<file path="config.mk">
export PLATFORM = sky130hd
export DESIGN_NAME = infix_to_postfix_converter_core
export DESIGN_NICKNAME = d
export VERILOG_FILES = /design/src/rtl/i2p_pkg.sv /design/src/rtl/i2p_front.sv /design/src/rtl/i2p_back.sv /design/src/rtl/i2p_rsp_fifo.sv /design/src/rtl/infix_to_postfix_converter_core.sv
export SDC_FILE = /design/constraint.sdc
export NUM_CORES = 1
export LEC_CHECK = 0
export BUFFER_PORTS_ARGS = -buffer_cell sky130_fd_sc_hd__buf_2
export CORE_ASPECT_RATIO = 2
export CORE_MARGIN = 4
export CORE_UTILIZATION = 50
export DETAILED_ROUTE_END_ITERATION = 10
export GPL_TIMING_DRIVEN = 0
export PLACE_DENSITY = 0.73
export SYNTH_ARGS = -nofsm -noshare
export SYNTH_HDL_FRONTEND = slang
export SYNTH_SLANG_ARGS = --single-unit
</file>
<file path="constraint.sdc">
create_clock -name clock -period 11.06 [get_ports clock]
set_input_delay 2.212 -clock clock [delete_from_list [all_inputs] [get_ports clock]]
set_output_delay 2.212 -clock clock [all_outputs]
set_load 0.03 [all_outputs]
</file>
<file path="src/rtl/i2p_pkg.sv">
// ============================================================================
// i2p_pkg
// Shared types, constants and helper functions of the infix to postfix core.
// ============================================================================
package i2p_pkg;

   localparam int DEFAULT_STACK_DEPTH = 32;
   localparam int FRONT_DEPTH         = 2;
   localparam int RSP_DEPTH           = 4;

   localparam logic [7:0] CHAR_PLUS  = 8'h2B;
   localparam logic [7:0] CHAR_MINUS = 8'h2D;
   localparam logic [7:0] CHAR_MUL   = 8'h2A;
   localparam logic [7:0] CHAR_DIV   = 8'h2F;
   localparam logic [7:0] CHAR_POW   = 8'h5E;
   localparam logic [7:0] CHAR_OPEN  = 8'h28;
   localparam logic [7:0] CHAR_CLOSE = 8'h29;
   localparam logic [7:0] CHAR_NONE  = 8'h00;

   localparam logic OP_CHAR = 1'b0;
   localparam logic OP_END  = 1'b1;

   typedef enum logic [2:0] {
      KIND_ALNUM,
      KIND_OPEN,
      KIND_CLOSE,
      KIND_OPER,
      KIND_END
   } kind_type;

   typedef struct packed {
      kind_type    kind;
      logic [7:0]  ch;
      logic [1:0]  prec;
   } item_type;

   // Head of the front queue as seen by the stack engine.
   typedef struct packed {
      logic     valid;
      item_type item;
   } item_slot_type;

   typedef struct packed {
      logic [7:0] ch;
      logic       valid;
      logic       last;
      logic       ovf;
   } result_type;

   function automatic logic [1:0] prec_of(input logic [7:0] c);
      logic [1:0] p;
      unique case (c) inside
         CHAR_PLUS, CHAR_MINUS: p = 2'd1;
         CHAR_MUL, CHAR_DIV:    p = 2'd2;
         CHAR_POW:              p = 2'd3;
         default:               p = 2'd0;
      endcase
      return p;
   endfunction

   function automatic logic is_alnum(input logic [7:0] c);
      return ((c >= 8'h30) && (c <= 8'h39)) ||
             ((c >= 8'h41) && (c <= 8'h5A)) ||
             ((c >= 8'h61) && (c <= 8'h7A));
   endfunction

endpackage

</file>
<file path="src/rtl/i2p_front.sv">
// ============================================================================
// i2p_front
// Accepts input items, classifies each character and holds them in a short
// queue in front of the stack engine.
// ============================================================================
module i2p_front (
   input  logic                   clock,
   input  logic                   reset,
   input  logic                   push,
   output logic                   full,
   input  logic                   req_op,
   input  logic [7:0]             req_in_char,
   output i2p_pkg::item_slot_type head,
   input  logic                   take
);

   localparam int D  = i2p_pkg::FRONT_DEPTH;
   localparam int PW = (D > 1) ? $clog2(D) : 1;
   localparam int CW = $clog2(D + 1);
   localparam logic [PW-1:0] PTR_LAST = PW'(D - 1);
   localparam logic [CW-1:0] CNT_FULL = CW'(D);

   i2p_pkg::item_type q_ff [D];
   logic [PW-1:0] wr_ptr_ff, wr_ptr_in;
   logic [PW-1:0] rd_ptr_ff, rd_ptr_in;
   logic [CW-1:0] cnt_ff, cnt_in;
   i2p_pkg::item_type new_item;
   logic wr_en, rd_en;

   always_comb begin
      new_item.ch   = req_in_char;
      new_item.prec = i2p_pkg::prec_of(req_in_char);
      if (req_op == i2p_pkg::OP_END) begin
         new_item.kind = i2p_pkg::KIND_END;
      end else if (i2p_pkg::is_alnum(req_in_char)) begin
         new_item.kind = i2p_pkg::KIND_ALNUM;
      end else if (req_in_char == i2p_pkg::CHAR_OPEN) begin
         new_item.kind = i2p_pkg::KIND_OPEN;
      end else if (req_in_char == i2p_pkg::CHAR_CLOSE) begin
         new_item.kind = i2p_pkg::KIND_CLOSE;
      end else begin
         new_item.kind = i2p_pkg::KIND_OPER;
      end
   end

   assign full       = (cnt_ff == CNT_FULL);
   assign wr_en      = push && !full;
   assign rd_en      = take && (cnt_ff != '0);
   assign head.valid = (cnt_ff != '0);
   assign head.item  = q_ff[rd_ptr_ff];

   always_comb begin
      wr_ptr_in = wr_ptr_ff;
      rd_ptr_in = rd_ptr_ff;
      cnt_in    = cnt_ff;
      if (wr_en) begin
         wr_ptr_in = (wr_ptr_ff == PTR_LAST) ? '0 : wr_ptr_ff + PW'(1);
      end
      if (rd_en) begin
         rd_ptr_in = (rd_ptr_ff == PTR_LAST) ? '0 : rd_ptr_ff + PW'(1);
      end
      if (wr_en && !rd_en) begin
         cnt_in = cnt_ff + CW'(1);
      end else if (!wr_en && rd_en) begin
         cnt_in = cnt_ff - CW'(1);
      end
   end

   always_ff @(posedge clock) begin
      if (reset) begin
         wr_ptr_ff <= '0;
         rd_ptr_ff <= '0;
         cnt_ff    <= '0;
      end else begin
         wr_ptr_ff <= wr_ptr_in;
         rd_ptr_ff <= rd_ptr_in;
         cnt_ff    <= cnt_in;
      end
   end

   always_ff @(posedge clock) begin
      if (wr_en) begin
         q_ff[wr_ptr_ff] <= new_item;
      end
   end

endmodule

</file>
<file path="src/rtl/i2p_back.sv">
// ============================================================================
// i2p_back
// Stack engine: unless the result queue is full, runs one step of the current
// item per cycle against the operator stack, emitting into the result queue.
// ============================================================================
module i2p_back #(
   parameter int STACK_DEPTH = i2p_pkg::DEFAULT_STACK_DEPTH
) (
   input  logic                   clock,
   input  logic                   reset,
   input  i2p_pkg::item_slot_type head,
   output logic                   take,
   output logic                   rsp_wr,
   output i2p_pkg::result_type    rsp_data,
   input  logic                   rsp_full
);

   localparam int AW = (STACK_DEPTH > 1) ? $clog2(STACK_DEPTH) : 1;
   localparam int CW = $clog2(STACK_DEPTH + 1);
   localparam logic [CW-1:0] CNT_FULL = CW'(STACK_DEPTH);
   localparam logic [CW-1:0] CNT_ONE  = CW'(1);

   logic [7:0]    mem [STACK_DEPTH];
   logic [CW-1:0] count_ff, count_in;
   logic [7:0]    rd_ff;
   logic [7:0]    wdata_ff;
   logic          byp_ff;
   logic          ovf_ff, ovf_in;

   logic [7:0]    top_ch;
   logic [1:0]    top_prec;
   logic          has, stack_full;
   logic          need_emit, want_push, want_pop, done, end_clear;
   logic [7:0]    emit_ch;
   logic          emit_valid, emit_last;
   logic          step_ok, do_write, do_pop;
   logic [CW-1:0] raddr_full;
   logic [AW-1:0] raddr;

   // The top entry is read every cycle at the next count; a push in the same
   // cycle lands at that very address, so the pushed byte is forwarded.
   assign top_ch     = byp_ff ? wdata_ff : rd_ff;
   assign top_prec   = i2p_pkg::prec_of(top_ch);
   assign has        = (count_ff != '0);
   assign stack_full = (count_ff == CNT_FULL);

   always_comb begin
      need_emit  = 1'b0;
      want_push  = 1'b0;
      want_pop   = 1'b0;
      done       = 1'b0;
      end_clear  = 1'b0;
      emit_ch    = top_ch;
      emit_valid = 1'b1;
      emit_last  = 1'b0;
      unique case (head.item.kind)
         i2p_pkg::KIND_ALNUM: begin
            need_emit = 1'b1;
            emit_ch   = head.item.ch;
            done      = 1'b1;
         end
         i2p_pkg::KIND_OPEN: begin
            want_push = 1'b1;
            done      = 1'b1;
         end
         i2p_pkg::KIND_CLOSE: begin
            if (has && (top_ch != i2p_pkg::CHAR_OPEN)) begin
               need_emit = 1'b1;
               want_pop  = 1'b1;
            end else begin
               want_pop = has;
               done     = 1'b1;
            end
         end
         i2p_pkg::KIND_OPER: begin
            if (has && (head.item.prec <= top_prec)) begin
               need_emit = 1'b1;
               want_pop  = 1'b1;
            end else begin
               want_push = 1'b1;
               done      = 1'b1;
            end
         end
         i2p_pkg::KIND_END: begin
            need_emit = 1'b1;
            if (!has) begin
               emit_ch    = i2p_pkg::CHAR_NONE;
               emit_valid = 1'b0;
               emit_last  = 1'b1;
               done       = 1'b1;
               end_clear  = 1'b1;
            end else begin
               want_pop  = 1'b1;
               emit_last = (count_ff == CNT_ONE);
               done      = emit_last;
               end_clear = emit_last;
            end
         end
         default: begin
            done = 1'b1;
         end
      endcase
   end

   assign step_ok  = head.valid && !(need_emit && rsp_full);
   assign take     = step_ok && done;
   assign do_write = step_ok && want_push && !stack_full;
   assign do_pop   = step_ok && want_pop;

   assign rsp_wr         = step_ok && need_emit;
   assign rsp_data.ch    = emit_ch;
   assign rsp_data.valid = emit_valid;
   assign rsp_data.last  = emit_last;
   assign rsp_data.ovf   = ovf_ff;

   always_comb begin
      count_in = count_ff;
      if (do_write) begin
         count_in = count_ff + CW'(1);
      end else if (do_pop) begin
         count_in = count_ff - CW'(1);
      end
      ovf_in = ovf_ff;
      if (step_ok && want_push && stack_full) begin
         ovf_in = 1'b1;
      end else if (step_ok && end_clear) begin
         ovf_in = 1'b0;
      end
      raddr_full = count_in - CW'(1);
      raddr      = raddr_full[AW-1:0];
   end

   always_ff @(posedge clock) begin
      if (reset) begin
         count_ff <= '0;
         ovf_ff   <= 1'b0;
         byp_ff   <= 1'b0;
      end else begin
         count_ff <= count_in;
         ovf_ff   <= ovf_in;
         byp_ff   <= do_write;
      end
   end

   always_ff @(posedge clock) begin
      rd_ff    <= mem[raddr];
      wdata_ff <= head.item.ch;
      if (do_write) begin
         mem[count_ff[AW-1:0]] <= head.item.ch;
      end
   end

endmodule

</file>
<file path="src/rtl/i2p_rsp_fifo.sv">
// ============================================================================
// i2p_rsp_fifo
// Result queue between the stack engine and the result ports.
// ============================================================================
module i2p_rsp_fifo (
   input  logic                clock,
   input  logic                reset,
   input  logic                wr,
   input  i2p_pkg::result_type wr_data,
   output logic                wr_full,
   output logic                empty,
   input  logic                pop,
   output i2p_pkg::result_type head
);

   localparam int D  = i2p_pkg::RSP_DEPTH;
   localparam int PW = (D > 1) ? $clog2(D) : 1;
   localparam int CW = $clog2(D + 1);
   localparam logic [PW-1:0] PTR_LAST = PW'(D - 1);
   localparam logic [CW-1:0] CNT_FULL = CW'(D);

   i2p_pkg::result_type q_ff [D];
   logic [PW-1:0] wr_ptr_ff, wr_ptr_in;
   logic [PW-1:0] rd_ptr_ff, rd_ptr_in;
   logic [CW-1:0] cnt_ff, cnt_in;
   logic wr_en, rd_en;

   assign wr_full = (cnt_ff == CNT_FULL);
   assign empty   = (cnt_ff == '0);
   assign wr_en   = wr && !wr_full;
   assign rd_en   = pop && !empty;
   assign head    = q_ff[rd_ptr_ff];

   always_comb begin
      wr_ptr_in = wr_ptr_ff;
      rd_ptr_in = rd_ptr_ff;
      cnt_in    = cnt_ff;
      if (wr_en) begin
         wr_ptr_in = (wr_ptr_ff == PTR_LAST) ? '0 : wr_ptr_ff + PW'(1);
      end
      if (rd_en) begin
         rd_ptr_in = (rd_ptr_ff == PTR_LAST) ? '0 : rd_ptr_ff + PW'(1);
      end
      if (wr_en && !rd_en) begin
         cnt_in = cnt_ff + CW'(1);
      end else if (!wr_en && rd_en) begin
         cnt_in = cnt_ff - CW'(1);
      end
   end

   always_ff @(posedge clock) begin
      if (reset) begin
         wr_ptr_ff <= '0;
         rd_ptr_ff <= '0;
         cnt_ff    <= '0;
      end else begin
         wr_ptr_ff <= wr_ptr_in;
         rd_ptr_ff <= rd_ptr_in;
         cnt_ff    <= cnt_in;
      end
   end

   always_ff @(posedge clock) begin
      if (wr_en) begin
         q_ff[wr_ptr_ff] <= wr_data;
      end
   end

endmodule

</file>
<file path="src/rtl/infix_to_postfix_converter_core.sv">
// ============================================================================
// infix_to_postfix_converter_core
// Shunting-yard infix to postfix converter with a bounded operator stack.
// ============================================================================
//
//   Channel   Ports                                         Transfer when
//   input     push, full, req_op, req_in_char               push && !full
//   result    empty, pop, rsp_out_char, rsp_char_valid,     pop && !empty
//             rsp_last, rsp_overflow
//
// The stack engine works in steps. A letter, digit or end item takes one step
// per result it emits; any other character takes one step per entry it pops
// and emits plus one last step that pushes it or drops '('. Each item is
// registered in the front queue before the engine sees it, and each result in
// the result queue before the ports. A full result queue holds the engine.
// Synchronous reset empties both queues and the stack, with no clearing pass.
//
module infix_to_postfix_converter_core #(
   parameter int STACK_DEPTH = i2p_pkg::DEFAULT_STACK_DEPTH
) (
   input  logic       clock,
   input  logic       reset,
   input  logic       push,
   output logic       full,
   input  logic       req_op,
   input  logic [7:0] req_in_char,
   output logic       empty,
   input  logic       pop,
   output logic [7:0] rsp_out_char,
   output logic       rsp_char_valid,
   output logic       rsp_last,
   output logic       rsp_overflow
);

   i2p_pkg::item_slot_type head;
   logic                   take;
   logic                   rsp_wr;
   logic                   rsp_full;
   i2p_pkg::result_type    rsp_wr_data;
   i2p_pkg::result_type    rsp_head;

   i2p_front u_front (
      .clock       (clock),
      .reset       (reset),
      .push        (push),
      .full        (full),
      .req_op      (req_op),
      .req_in_char (req_in_char),
      .head        (head),
      .take        (take)
   );

   i2p_back #(
      .STACK_DEPTH (STACK_DEPTH)
   ) u_back (
      .clock    (clock),
      .reset    (reset),
      .head     (head),
      .take     (take),
      .rsp_wr   (rsp_wr),
      .rsp_data (rsp_wr_data),
      .rsp_full (rsp_full)
   );

   i2p_rsp_fifo u_rsp (
      .clock   (clock),
      .reset   (reset),
      .wr      (rsp_wr),
      .wr_data (rsp_wr_data),
      .wr_full (rsp_full),
      .empty   (empty),
      .pop     (pop),
      .head    (rsp_head)
   );

   assign rsp_out_char   = rsp_head.ch;
   assign rsp_char_valid = rsp_head.valid;
   assign rsp_last       = rsp_head.last;
   assign rsp_overflow   = rsp_head.ovf;

endmodule

</file>
## After elaboration in Yosys (flattened, before gate mapping)

Memories as Yosys holds them, arrays and structs flattened. A register that Yosys moved wholly into a read port is not among the register bits.
Index checks and enable logic that the tools add are counted.

| cells by class | value |
|---|---|
| bitwise operators | 0 |
| $lt $le $gt $ge | 7 |
| multiplexer cells | 44 |
| shifts and indexed selects | 0 |
| add/sub/neg operators | 11 |
| div/mod/pow operators | 0 |
| equal/unequal tests | 23 |
| multipliers | 0 |
| reductions and logical operators | 45 |

Operator list:

| cell | number |
|---|---|
| == test 8 x 6 -> 1 bit (second input constant) | 10 |
| logical AND 1 bit | 22 |
| 2-to-1 mux 1 bit | 22 |
| == test 8 x 7 -> 1 bit (second input constant) | 2 |
| >= comparator 8 x 7 -> 1 bit (second input constant) | 2 |
| less-or-equal comparator 8 x 7 -> 1 bit (second input constant) | 2 |
| 2-to-1 mux 8 bit | 2 |
| one-hot mux 8 bit (2 select lines) | 1 |
| 2-to-1 mux 3 bit | 5 |
| 2-to-1 mux 2 bit | 6 |
| 2-to-1 mux 6 bit | 2 |
| one-hot mux 2 bit (3 select lines) | 2 |
| OR reduction 2 bit | 5 |
| zero test 1 bit | 9 |
| one-hot mux 1 bit (3 select lines) | 3 |
| >= comparator 8 x 6 -> 1 bit (second input constant) | 1 |
| less-or-equal comparator 8 x 6 -> 1 bit (second input constant) | 1 |
| != test 8 x 6 -> 1 bit (second input constant) | 1 |
| nonzero test 2 bit | 4 |
| adder 2 x 1 -> 2 bit (second input constant) | 3 |
| adder 6 x 1 -> 6 bit (second input constant) | 1 |
| == test 2 bit (second input constant) | 3 |
| == test 3 x 2 -> 1 bit (second input constant) | 2 |
| == test 3 bit (second input constant) | 2 |
| other kinds (14) | 17 |

| word-level totals | value |
|---|---|
| bits in read-only memories | 0 |
| input bits | 13 |
| memories | 3 |
| latch bits | 0 |
| bits in writable memories | 326 |
| flip-flop bits (word level) | 27 |
| logic and storage cells | 143 |
| output and inout bits | 13 |

Memory list:

| memory | words | bits a word | read ports | clocked after memory_dff | write ports | RTL line | RTL |
|---|---|---|---|---|---|---|---|
| u_back.mem | 32 | 8 | 1 | 1 | 1 | i2p_back.sv:23 | `logic [7:0] mem [STACK_DEPTH];` |
| u_rsp.q_ff | 4 | 11 | 1 | 1 | 1 | i2p_rsp_fifo.sv:22 | `i2p_pkg::result_type q_ff [D];` |
| u_front.q_ff | 2 | 13 | 1 | 1 | 1 | i2p_front.sv:23 | `i2p_pkg::item_type q_ff [D];` |

## Logic depth before layout (Yosys ltp)

| logic depth | value |
|---|---|
| word-level depth | 17 |
| gate-level depth with buffers | 22 |
| gate-level depth less buffers | 17 |

## Modules after synthesis

Synthesis repeated with hierarchy kept, for this count alone.

| unflattened totals | value |
|---|---|
| cells, all modules | 820 |
| area total of the unflattened synthesis | 15,039.4 um^2 |

Modules (own cells, without submodules):

| module | times used | area each (um^2) | cells an instance |
|---|---|---|---|
| i2p_back | 1 | 11,637.4 | 624 |
| i2p_rsp_fifo | 1 | 2,097.0 | 107 |
| i2p_front | 1 | 1,305.0 | 89 |

## Least setup slack after synthesis

Ideal clock, no wire load.

| path | value |
|---|---|
| kind | register to register |
| start point | register u_back.byp_ff |
| end point | register u_back.rd_ff[2], read port of u_back.mem |
| path slack | 5,794 ps |
| library setup time | 117 ps |
| cell stages (with the launch flop) | 20 |
| clock period less this slack | 5,266 ps |
| arrival time | 5,149 ps |
| path through | dfxtp_1 > buf_6 > or4b_1 > o22a_2 > or3_1 > a21o_1 > ha_1 > nor2b_1 > o21a_1 > o32ai_1 > a2bb2o_4 > xnor2_4 > buf_6 > ha_1 > clkbuf_1 > clkbuf_1 > mux4_2 > mux2_1 > o22ai_1 > nor2_1 |

| between the ends | value |
|---|---|
| longest elaborated chain between the ends | 15 |

Ends and longest elaborated chain:

| item | RTL line | RTL |
|---|---|---|
| from (decl) | i2p_back.sv:27 | `logic byp_ff;` |
| from (signal assigned) | i2p_back.sv:141 | `byp_ff <= do_write;` |
| 2-to-1 mux 8 bit (*) | i2p_back.sv:42 | `assign top_ch = byp_ff ? wdata_ff : rd_ff;` |
| == test 8 x 6 -> 1 bit | i2p_back.sv:43 | `assign top_prec = i2p_pkg::prec_of(top_ch);` |
| OR reduction 2 bit | i2p_pkg.sv:52 | `unique case (c) inside` |
| one-hot mux 2 bit (3 select lines) | i2p_pkg.sv:52 |  |
| less-or-equal comparator 2 bit | i2p_back.sv:76 | `if (has && (head.item.prec <= top_prec)) begin` |
| logical AND 1 bit | i2p_back.sv:76 |  |
| 2-to-1 mux 1 bit | i2p_back.sv:76 |  |
| one-hot mux 1 bit (3 select lines) | i2p_back.sv:56 | `unique case (head.item.kind)` |
| logical AND 1 bit | i2p_back.sv:105 | `assign step_ok = head.valid && !(need_emit && rsp_full);` |
| zero test 1 bit | i2p_back.sv:105 |  |
| logical AND 1 bit | i2p_back.sv:105 |  |
| logical AND 1 bit, on equally long branches | i2p_back.sv:108, i2p_back.sv:107 |  |
| 2-to-1 mux 6 bit or logical AND 1 bit (tied branches) | i2p_back.sv:120, i2p_back.sv:107 |  |
| 2-to-1 mux 6 bit (*) | i2p_back.sv:118 | `if (do_write) begin` |
| subtractor 5 x 1 -> 5 bit (*) | i2p_back.sv:129 | `raddr_full = count_in - CW'(1);` |
| to (decl) | i2p_back.sv:25 | `logic [7:0] rd_ff;` |

Every way passes the cells marked *; elsewhere a longest branch is shown, timed or not.
A chain may end at the register's enable or synchronous reset.

## Worst setup path in the final report

| path | value |
|---|---|
| start point | register u_back.byp_ff |
| end point | register u_back.rd_ff[7], read port of u_back.mem |

The elaborated chain is that of the path after synthesis.

==> results.py <==
metrics = {
    "die": {
        "die_h_um": 253,
        "num_rows": 89,
        "start_util_pct": 50.7,
        "dieArea_mm2": 0.0329,
        "fp.dieW_um": 130,
        "core_mm2": 0.0295,
        "ios": 26,
    },
    "setup_path": {
        "slowest_delay_ns": 0.66,
        "setup.worst_path.start_class": "register",
        "cp_cell_sequence": "buf_6 > clkbuf_1 > a32oi_1 > mux2_2 > o31ai_1 > ha_1 > nor2b_1 > o21a_1 > o32ai_1 > a2bb2o_4 > xnor2_4 > buf_6 > ha_1 > clkbuf_1 > clkbuf_1 > mux4_2 > mux2_2 > o22ai_1 > nor2_1",
        "critPathMostFrequentCell": "clkbuf_1",
        "crit_fanout": 10,
        "slowest_stage": "o32ai_1",
        "crit_required_ns": 11.48,
        "worst-path-buf-inv": 5,
        "path_class": "register to register",
        "endpoint_kind": "register",
        "path_delay_family": "compound AO/OA/AOI/OAI gates",
        "crit_arrival_ns": 7.01,
    },
    "logic_synthesis": {
        "syn_inst": 820,
        "synth_warnings": 0,
        "syn-cell-area_mm2": 0.0150,
        "synthesis.nets": 849,
        "async_flop_share_pct": 0,
        "ys_types": 76,
        "avgSynthCellArea_um2": 18.3,
        "ys_seq_area_share_pct": 70.5,
        "ys_ff_latch": 364,
        "synthFlopType": "edfxtp_1",
        "synth_edf_count": 326,
    },
    "clock_tree": {
        "numCtsBuffers": 28,
        "cts_resized": 0,
        "cts_hold_buffers": 0,
        "cts_buffer_depth": 3,
        "clkSlewWorstSetupHoldPaths_ns": 0.07,
        "cts_tree": "built",
        "root_buffer": "clkbuf_16",
        "worstSkewPairLatency_ns": 0.56,
        "htreeDepth": 1,
        "postCtsSetupRepairBufs": 0,
        "cts_sinks": 364,
    },
    "detailed_routing": {
        "drt_iter0_drc": 645,
        "vias": 7411,
        "routed_wl_mm": 29.6,
        "ant_nets": 0,
        "firstDrtPassIters": 5,
        "drc": 0,
        "wire_per_inst_um": 23.5,
        "avgViaCountPerCell": 5.89,
    },
    "sta": {
        "worst_pin_slew_ns": 1.08,
        "clock_skew_ns": 0.0129,
        "fmax_mhz": 152,
        "drv_slew": 0,
        "hold_violations": 0,
        "layout_min_cycle_time_ns": 6.59,
        "min_period_over_period_pct": 59.6,
        "slew_headroom_pct": 27.5,
        "setup_tns_ns": 0,
        "setup_violations": 0,
        "rsz0062_at_grt": "no",
        "setup_slack_ns": 4.47,
    },
    "layout": {
        "diodes": 0,
        "synthToLayoutAreaGrowth_pct": 9.70,
        "fin_util_pct": 55.6,
        "final_common_cell": "edfxtp_1",
        "drive_above_1_share_pct": 23.0,
        "layout_common_cells": "326 x edfxtp_1, 74 x nor2_1, 71 x mux4_2",
        "fin_cells": 1259,
        "nets": 903,
    },
    "grt": {
        "grt_max_degree": 35,
        "grt_pass1_wl_mm": 45.8,
        "antenna_found_initial": 0,
        "first_global_vias": 7928,
        "grt.total_usage_pct": 18.6,
        "grt_overflow": 0,
    },
    "run": {
        "drv_cap": 0,
    },
    "placed_design": {
        "dp_hpwl_mm": 20.6,
        "portBuffers": 24,
        "place_congestion": 0.941,
        "dpl.cell_count": 1208,
        "dp_slack_ns": 4.54,
    },
    "hold_path": {
        "hp-class": "register to register",
    },
    "status": {
        "outcome": "complete, no violations",
    },
}
path summary, 6_finish.rpt:
kind	slack (ns)	endpoint	startpoint	cells after the start
setup / recovery	4.47	u_back.rd_ff[7]	u_back.byp_ff	19
hold / removal	0.50	u_back.ovf_ff	u_back.ovf_ff	2
setup reg to reg	4.47	u_back.rd_ff[7]	u_back.byp_ff	19
hold reg to reg	0.50	u_back.ovf_ff	u_back.ovf_ff	2
layer usage:
layer / wire length (um) / up-vias / share of wire [%] / global-route usage [%]
met5: 0 / - / 0 / 0
met4: 1430 / 0 / 4.8 / 8.50
met3: 1090 / 54 / 3.7 / 1.97
met2: 17400 / 197 / 59 / 36.8
met1: 9680 / 3756 / 33 / 18.8
li1: - / 3404 / - / -
cell families (layout without fill, tap and decap cells):
kind of cell	count (synthesis)	count (layout)	synth area share (%)
AO/OA/AOI/OAI	83	83	4.24
XOR/XNOR	12	12	1.00
adder cells (fa/ha/maj)	16	16	1.39
multiplexers	134	134	15.7
buffers and inverters	42	117	1.54
AND/OR/NAND/NOR	169	169	5.64
flip-flops	364	364	70.5
worst register-to-register path: stages (launching register included):
cell and delay [ns]:
dfxtp_1 0.32, buf_6 0.12, clkbuf_1 0.42, a32oi_1 0.24, mux2_2 0.32, o31ai_1 0.54
ha_1 0.26, nor2b_1 0.05, o21a_1 0.22, o32ai_1 0.66, a2bb2o_4 0.31, xnor2_4 0.40
buf_6 0.24, ha_1 0.13, clkbuf_1 0.46, clkbuf_1 0.56, mux4_2 0.43, mux2_2 0.29
o22ai_1 0.38, nor2_1 0.10
registers in the layout, summed over array words and instances (netlist names), named ones only:
signal             cells
u_rsp.rd_ptr_ff        2
u_rsp.wr_ptr_ff        2
u_front.cnt_ff         2
u_rsp.cnt_ff           3
u_back.byp_ff          1
u_back.rd_ff           8
u_front.wr_ptr_ff      1
u_rsp.q_ff            44
u_back.ovf_ff          1
u_front.q_ff          26
u_front.rd_ptr_ff      1
u_back.wdata_ff        8
u_back.mem           256
u_back.count_ff        6
synthesized netlist by cell type, types with 2 or more instances:
master / number / area (um2)
a211oi_1: 2 / 15.0
a21o_1: 2 / 15.0
a21oi_1: 11 / 55.1
a22oi_1: 2 / 15.0
a31oi_1: 3 / 18.8
a32oi_1: 3 / 26.3
and2_1: 7 / 43.8
and3_1: 4 / 25.0
buf_1: 2 / 7.51
buf_2: 4 / 20.0
buf_6: 6 / 67.6
buf_8: 2 / 30.0
clkbuf_1: 17 / 63.8
dfxtp_1: 38 / 761
edfxtp_1: 326 / 9790
ha_1: 15 / 188
inv_1: 11 / 41.3
mux2_1: 6 / 67.6
mux2_2: 38 / 428
mux2i_1: 15 / 150
mux4_1: 4 / 105
mux4_2: 71 / 1600
nand2_1: 26 / 97.6
nand2b_1: 3 / 18.8
nand3_1: 13 / 65.1
nand3b_1: 4 / 30.0
nor2_1: 74 / 278
nor2b_1: 3 / 18.8
nor3_1: 11 / 55.1
nor3b_1: 2 / 15.0
nor4b_1: 3 / 26.3
o211ai_2: 2 / 25.0
o21a_1: 4 / 30.0
o21ai_0: 17 / 85.1
o22ai_1: 17 / 106
or3_1: 4 / 25.0
or3b_2: 2 / 17.5
xnor2_1: 3 / 26.3
xor2_1: 6 / 52.6
per-stage QoR:
stage               hold slack [ns]  area, um2
CTS                           0.507      16400
global route                  0.529      16400
detailed placement            0.493      15500
floorplan                     0.460      15000
global placement              0.480      15500
finish                        0.503      16400
area by class of cell:
| type | instances | area, um2 |
|---|---|---|
| Fill cell | 2193 | 13100 |
| Sequential cell | 364 | 10600 |
| Multi-Input combinational cell | 414 | 4190 |
| Clock buffer | 36 | 752 |
| Tap cell | 364 | 455 |
| Buffer | 31 | 189 |
| Timing Repair Buffer | 24 | 120 |
| Clock inverter | 15 | 119 |
| Inverter | 11 | 41.3 |
Power is not shown: default switching activity piles up to over one toggle a cycle in this logic, so the estimate is an artifact.
